### src/rtl/bmhpq_pkg.sv
// Shared types, widths and codes for the binary max-heap priority queue.
`default_nettype none

package bmhpq_pkg;

  localparam int unsigned CAPACITY = 512;
  localparam int unsigned ADDR_W   = $clog2(CAPACITY);
  localparam int unsigned CNT_W    = $clog2(CAPACITY + 1);
  localparam int unsigned LO_W     = ADDR_W + 1;
  localparam int unsigned EXT_W    = ADDR_W + 2;
  localparam int unsigned KEY_W    = 16;
  localparam int unsigned TAG_W    = 16;
  localparam int unsigned OCC_W    = 10;
  localparam int unsigned STAT_W   = 2;
  localparam int unsigned S_DATA_W = 32;
  localparam int unsigned M_DATA_W = 48;
  localparam int unsigned M_USER_W = 3;

  typedef enum logic {
    ACT_INSERT = 1'b0,
    ACT_REMOVE = 1'b1
  } action_e;

  typedef enum logic [STAT_W-1:0] {
    STAT_OK    = 2'd0,
    STAT_FULL  = 2'd1,
    STAT_EMPTY = 2'd2
  } status_e;

  typedef enum logic [2:0] {
    S_IDLE,
    S_UP_RD,
    S_UP_CMP,
    S_DN_LOAD,
    S_DN_RD,
    S_DN_CMP,
    S_OUT
  } state_e;

  typedef struct packed {
    logic signed [KEY_W-1:0] key;
    logic [TAG_W-1:0]        tag;
  } entry_t;

  typedef struct packed {
    logic ins_start;
    logic del_start;
    logic set_full;
    logic set_empty;
    logic up_rd;
    logic up_move;
    logic dn_load;
    logic dn_rd;
    logic dn_move;
    logic wr_mov;
  } ctrl_cmd_t;

  typedef struct packed {
    action_e action;
    logic    full;
    logic    empty;
    logic    pos_root;
    logic    parent_ge;
    logic    no_child;
    logic    stop_dn;
  } dp_stat_t;

endpackage

`default_nettype wire

### src/rtl/bmhpq_ctrl.sv
// Controller state machine sequencing insert sift-up and remove sift-down.
`default_nettype none

module bmhpq_ctrl
  import bmhpq_pkg::*;
(
  input  wire       clk_i,
  input  wire       rst_ni,
  input  wire       in_valid_i,
  output logic      in_ready_o,
  output logic      out_valid_o,
  input  wire       out_ready_i,
  input  dp_stat_t  stat_i,
  output ctrl_cmd_t cmd_o
);

  state_e state_q, state_d;

  always_ff @(posedge clk_i or negedge rst_ni) begin
    if (!rst_ni) begin
      state_q <= S_IDLE;
    end else begin
      state_q <= state_d;
    end
  end

  always_comb begin
    state_d     = state_q;
    cmd_o       = '0;
    in_ready_o  = 1'b0;
    out_valid_o = 1'b0;
    unique case (state_q)
      S_IDLE: begin
        in_ready_o = 1'b1;
        if (in_valid_i) begin
          if (stat_i.action == ACT_INSERT) begin
            if (stat_i.full) begin
              cmd_o.set_full = 1'b1;
              state_d        = S_OUT;
            end else begin
              cmd_o.ins_start = 1'b1;
              state_d         = S_UP_RD;
            end
          end else begin
            if (stat_i.empty) begin
              cmd_o.set_empty = 1'b1;
              state_d         = S_OUT;
            end else begin
              cmd_o.del_start = 1'b1;
              state_d         = S_DN_LOAD;
            end
          end
        end
      end
      S_UP_RD: begin
        if (stat_i.pos_root) begin
          cmd_o.wr_mov = 1'b1;
          state_d      = S_OUT;
        end else begin
          cmd_o.up_rd = 1'b1;
          state_d     = S_UP_CMP;
        end
      end
      S_UP_CMP: begin
        if (stat_i.parent_ge) begin
          cmd_o.wr_mov = 1'b1;
          state_d      = S_OUT;
        end else begin
          cmd_o.up_move = 1'b1;
          state_d       = S_UP_RD;
        end
      end
      S_DN_LOAD: begin
        cmd_o.dn_load = 1'b1;
        state_d       = S_DN_RD;
      end
      S_DN_RD: begin
        if (stat_i.no_child) begin
          cmd_o.wr_mov = 1'b1;
          state_d      = S_OUT;
        end else begin
          cmd_o.dn_rd = 1'b1;
          state_d     = S_DN_CMP;
        end
      end
      S_DN_CMP: begin
        if (stat_i.stop_dn) begin
          cmd_o.wr_mov = 1'b1;
          state_d      = S_OUT;
        end else begin
          cmd_o.dn_move = 1'b1;
          state_d       = S_DN_RD;
        end
      end
      S_OUT: begin
        out_valid_o = 1'b1;
        if (out_ready_i) begin
          state_d = S_IDLE;
        end
      end
      default: begin
        state_d = S_IDLE;
      end
    endcase
  end

endmodule

`default_nettype wire

### config.mk
export PLATFORM = sky130hd
export DESIGN_NAME = bmhpq_ctrl
export DESIGN_NICKNAME = d
export VERILOG_FILES = /design/src/rtl/bmhpq_pkg.sv /design/src/rtl/bmhpq_ctrl.sv
export SDC_FILE = /design/constraint.sdc
export NUM_CORES = 1
export LEC_CHECK = 0
export BUFFER_PORTS_ARGS = -buffer_cell sky130_fd_sc_hd__buf_2
export CELL_PAD_IN_SITES_DETAIL_PLACEMENT = 1
export CELL_PAD_IN_SITES_GLOBAL_PLACEMENT = 1
export CORE_AREA = 4 4 41 43
export CTS_BUF_LIST = sky130_fd_sc_hd__clkbuf_8
export CTS_CLUSTER_DIAMETER = 100
export DETAILED_ROUTE_END_ITERATION = 10
export DIE_AREA = 0 0 45 47
export GPL_TIMING_DRIVEN = 1
export PLACE_DENSITY_LB_ADDON = 0.1
export SYNTH_ARGS = -nofsm -noshare
export SYNTH_HDL_FRONTEND = slang
export SYNTH_SLANG_ARGS = --single-unit
### constraint.sdc
create_clock -name clk_i -period 2.7 [get_ports clk_i]
set_input_delay 0.27 -clock clk_i [delete_from_list [all_inputs] [get_ports clk_i]]
set_output_delay 0.27 -clock clk_i [all_outputs]
set_load 0.03 [all_outputs]
---- Word-level counts from Yosys, hierarchy flattened ----
Index checks and enable logic that the tools add are counted.
cells by class
  reductions and logical operators ........ 2
  eq/ne operators ......................... 8
  multiplexer cells ....................... 36
operator list
  cell                                                                   number
  1-bit two-way mux                                                      23
  3-bit two-way mux                                                      7
  3-bit case mux with 7 select lines                                     1
  3-bit equality test, second input constant                             3
  4-bit two-way mux                                                      2
  3-bit by 2-bit equality test with 1-bit output, second input constant  2
  2-bit two-way mux                                                      2
  2-bit inequality test, second input constant                           2
  1-bit case mux with 4 select lines                                     1
  3-bit by 1-bit equality test with 1-bit output, second input constant  1
  3-bit zero test                                                        1
  2-bit AND reduction                                                    1
word-level totals
  input port bits ......................... 11
  logic and storage cells ................. 47
  flip-flop bits (word level) ............. 3

---- Depth between registers and ports, before layout ----
  depth after elaboration ................. 4
  depth in mapped cells ................... 4
  depth with buffers taken out ............ 3

---- Least setup slack after synthesis ----
Ideal clock, no wire load.
  path kind ............................... register to output
  start point ............................. register state_q[2]
  end point ............................... output cmd_o[6] in the netlist's numbering
  required time ........................... 2.430 ns
  arrival ................................. 1.791 ns
  slack ................................... 0.639 ns
  cell stages (with the launch flop) ...... 4
  cells stage by stage .................... dfrtp_1 > buf_2 > nor3_1 > and4_1
RTL lines
  element                   RTL line          text
  start: declaration        bmhpq_ctrl.sv:17  state_e state_q, state_d;
  start signal: assignment  bmhpq_ctrl.sv:23  state_q <= state_d;
  end: declaration          bmhpq_ctrl.sv:14  output ctrl_cmd_t cmd_o

==> flow_summary_export.csv <==
group,metric,value,unit
final_layout,final_core_utilization,0.369,
global_route,gr-total-overflow,0,
sta,worst_clock_skew,0.00374,ns
yosys,ys_types,23,
sta,final_count_of_hold_timing_violations,0,
yosys,synth-edff-count,0,
setup_path,nature_of_the_critical_path_startpoint,"flop",
floorplanning,io-pin-count,23,
sta,finalWorstPathRequiredPeriod,2.01,ns
yosys,portion_of_netlist_area_occupied_by_mux_cells,0.0643,
setup_path,arr_time_crit_path,1.74,ns
global_route,grt_pass1_wl,1.75,mm
routing,wl,1.03,mm
clock_network,htree_num_levels,1,
clock_network,insertion_delay,0.21,ns
yosys,post_synth.cell_area_avg,7.79,um^2
routing,avgRoutedWirePerCell,13.1,um
clock_network,resize_count_post_cts,0,
global_route,first_global_vias,385,
clock_network,cts_made_buffers,3,
sta,whs,0.353,ns
final_layout,num-nets-final,76,
setup_path,cp_data_required_time,2.43,ns
placement,place_area,425,um^2
yosys,yosys.area_share.xor_xnor,0,
yosys,synthSimpleGateAreaFrac,0.410,
pwr,switchingPower,0.260,mW
global_route,groute.usage.overall,0.112,
yosys,synth_top_area_share,0.241,
worst_hold_path,worst_hold_path_type,"in -> reg",
sta,highest_clock_frequency_the_design_can_meet,498,MHz
yosys,cell_types_with_the_largest_area_share_after_synthesis,"sky130_fd_sc_hd__dfrtp_1, sky130_fd_sc_hd__nor3b_1, sky130_fd_sc_hd__nor2_1, sky130_fd_sc_hd__mux2i_1, sky130_fd_sc_hd__buf_2",
floorplanning,design.die.area,2120,um^2
clock_network,cts_hold_buf,1,
yosys,synth_top_family_by_area,"simple AND/OR/NAND/NOR gates",
sta,finalMaxSlewViolations,0,
pwr,seq_power_share,0.231,
clock_network,cts.sink_count,3,
floorplanning,chipHeight,47,um
floorplanning,start_util,0.239,
setup_path,r2r.worst_path.cells,3,
pwr,clockPowerShare,0.235,
placement,place.port_buffers,22,
sta,period_utilisation_layout,0.744,
yosys,postSynthRegisterBits,3,
setup_path,timing.critical_path.to_type,"output port",
sta,fin_setup_tns,0,ns
final_layout,design_area,480,um^2
routing,residual_antenna_violating_net_count_after_detailed_routing,0,
final_layout,final_layout_size_suffix_gt1_frac,0.406,
yosys,synth-warning-count,0,
yosys,syn_nets,51,
setup_path,largest_fanout_on_the_critical_path,15,
sta,tightest_slew,0.439,ns
clock_network,cts.root.buffer_cell,"sky130_fd_sc_hd__clkbuf_8",
routing,vias,405,
final_layout,largest_reg_flops,3,
setup_path,reg2reg_slack,1.15,ns
global_route,initial_antenna_violation_count,0,
final_layout,fillCellCount,181,
yosys,synth_area,312,um^2
sta,rsz_0062_raised_after_global_routing,"no",
placement,gp_routability_congestion,0.706,
worst_hold_path,hold_path_depth,4,
global_route,grt_max_degree,16,
placement,detailedPlacementHpwl,807,um
pwr,power-per-cell-area,1110,nW/um^2
flow_run,max_cap_viol_count,0,
sta,relSlewSlack,0.707,
clock_network,postCtsSetupRepairBufs,0,
yosys,post-synth-top-area-cell,"sky130_fd_sc_hd__dfrtp_1",
clock_network,tritoncts_clock_tree,"done",
run_status,outcome,"finished clean",
yosys,synth_seq_area_share,0.241,
yosys,synthAdderAreaFrac,0,
yosys,top_ff_cell_synth,"sky130_fd_sc_hd__dfrtp_1",
floorplanning,rows,13,
pwr,power_frac_comb,0.534,
clock_network,cts.path.max_buffers,2,
pwr,power.internal,0.275,mW
final_layout,reg.largest.list,"state_q: 3 flops",
routing,vias_per_cell,5.13,
final_layout,instances_no_fill,79,
worst_hold_path,worst_hold_startpoint,"out_ready_i",
setup_path,path_class,"reg -> out",
setup_path,critical_path.reg2reg.startpoint,"state_q[0]$_DFFE_PN0P_",
floorplanning,fp.dieW,45,um
final_layout,antenna_cells,0,
yosys,synth_area_in_compound_gates,0.225,
sta,timing.final.setup_violations,0,
final_layout,area_delta_synth_final,54.2,%
pwr,swShare,0.486,
yosys,synthCells,40,
setup_path,r2r-end,"state_q[2]$_DFFE_PN0P_",
yosys,asyncSetResetFlopFracSynth,1.00,
routing,drc_violations,0,
routing,first_pass_iters,4,
worst_hold_path,hold-path-endpoint,"state_q[1]$_DFFE_PN0P_",
placement,placed_cells,74,
floorplanning,core_area,1300,um^2
pwr,vdd_drop_max,694,uV
clock_network,clk_pin_slew_worst_paths,0.03,ns
routing,dr.first_iter.drc_count,4,
final_layout,regMostFlops,"state_q",
pwr,static-leakage-power,0.255,nW
[per-stage QoR]
step	setup WS, ns	power (mW)
after detailed placement	0.914	0.410
after global placement	0.934	0.412
final	0.692	0.535
after global routing	0.562	0.584
after CTS	0.681	0.540
after floorplan	0.639	0.338
[worst max-delay path, cell delays in order, from the launching register on]
cell	delay [ns]
sky130_fd_sc_hd__dfrtp_1	0.52
sky130_fd_sc_hd__or4b_4	0.57
sky130_fd_sc_hd__nor3b_1	0.21
sky130_fd_sc_hd__buf_2	0.23
[power groups by stage]
stage                     sequential [mW]  clock (mW)  combinational [mW]
after floorplan                    0.0778           0               0.261
after global placement              0.124           0               0.288
after detailed placement            0.124           0               0.287
after CTS                           0.123       0.128               0.289
after global routing                0.134       0.135               0.316
final                               0.124       0.126               0.286
[cell usage in the layout, fill, tap and decap left out, types with 2 or more instances in the layout]
master	netlist	layout
sky130_fd_sc_hd__nor2_1	6	6
sky130_fd_sc_hd__nor3_1	3	3
sky130_fd_sc_hd__inv_1	1	2
sky130_fd_sc_hd__mux2i_1	2	2
sky130_fd_sc_hd__clkbuf_8	0	3
sky130_fd_sc_hd__nand2_1	2	2
sky130_fd_sc_hd__a21oi_1	2	2
sky130_fd_sc_hd__buf_2	3	22
sky130_fd_sc_hd__dfrtp_1	3	3
sky130_fd_sc_hd__nor3b_1	4	4
[worst max path at each step]
stage | from | endpoint | slack (ns) | depth (start not counted)
finish | state_q[0]$_DFFE_PN0P_ | cmd_o[7] | 0.69 | 3
global route | state_q[0]$_DFFE_PN0P_ | cmd_o[8] | 0.56 | 3
CTS | state_q[0]$_DFFE_PN0P_ | cmd_o[7] | 0.68 | 3
detailed placement | state_q[0]$_DFFE_PN0P_ | cmd_o[7] | 0.91 | 3
global placement | state_q[0]$_DFFE_PN0P_ | cmd_o[7] | 0.93 | 3
floorplan | state_q[2]$_DFFE_PN0P_ | cmd_o[6] | 0.64 | 3
[kinds of logic after synthesis]
logic type | after synthesis
AOI/OAI and AO/OA | 10
buffers and inverters | 4
DFF | 3
muxes | 2
and+or+nand+nor | 21
[area by class of cell]
cell class | count | area [um^2] | area share
Sequential cell | 3 | 75.1 | 0.156
Timing Repair Buffer | 23 | 120 | 0.250
Clock inverter | 1 | 3.75 | 0.00781
Inverter | 1 | 3.75 | 0.00781
Clock buffer | 3 | 41.3 | 0.0859
Multi-Input combinational cell | 33 | 218 | 0.453
Tap cell | 15 | 18.8 | 0.0391
[synth_stat cells (2+ instances only)]
cell type                 n
sky130_fd_sc_hd__nor3b_1  4
sky130_fd_sc_hd__nor2_1   6
sky130_fd_sc_hd__nor3_1   3
sky130_fd_sc_hd__dfrtp_1  3
sky130_fd_sc_hd__nand2_1  2
sky130_fd_sc_hd__buf_2    3
sky130_fd_sc_hd__mux2i_1  2
sky130_fd_sc_hd__a21oi_1  2
[layer usage]
layer  global-route usage  vias to the layer above  wire, um
met5                    0                        -         0
met4               0.0175                        0         0
met3               0.0421                        0       100
met2                0.161                       18       445
met1                0.162                      187       485
li1                     -                      200         -
Power figures use the tool's default switching activity.
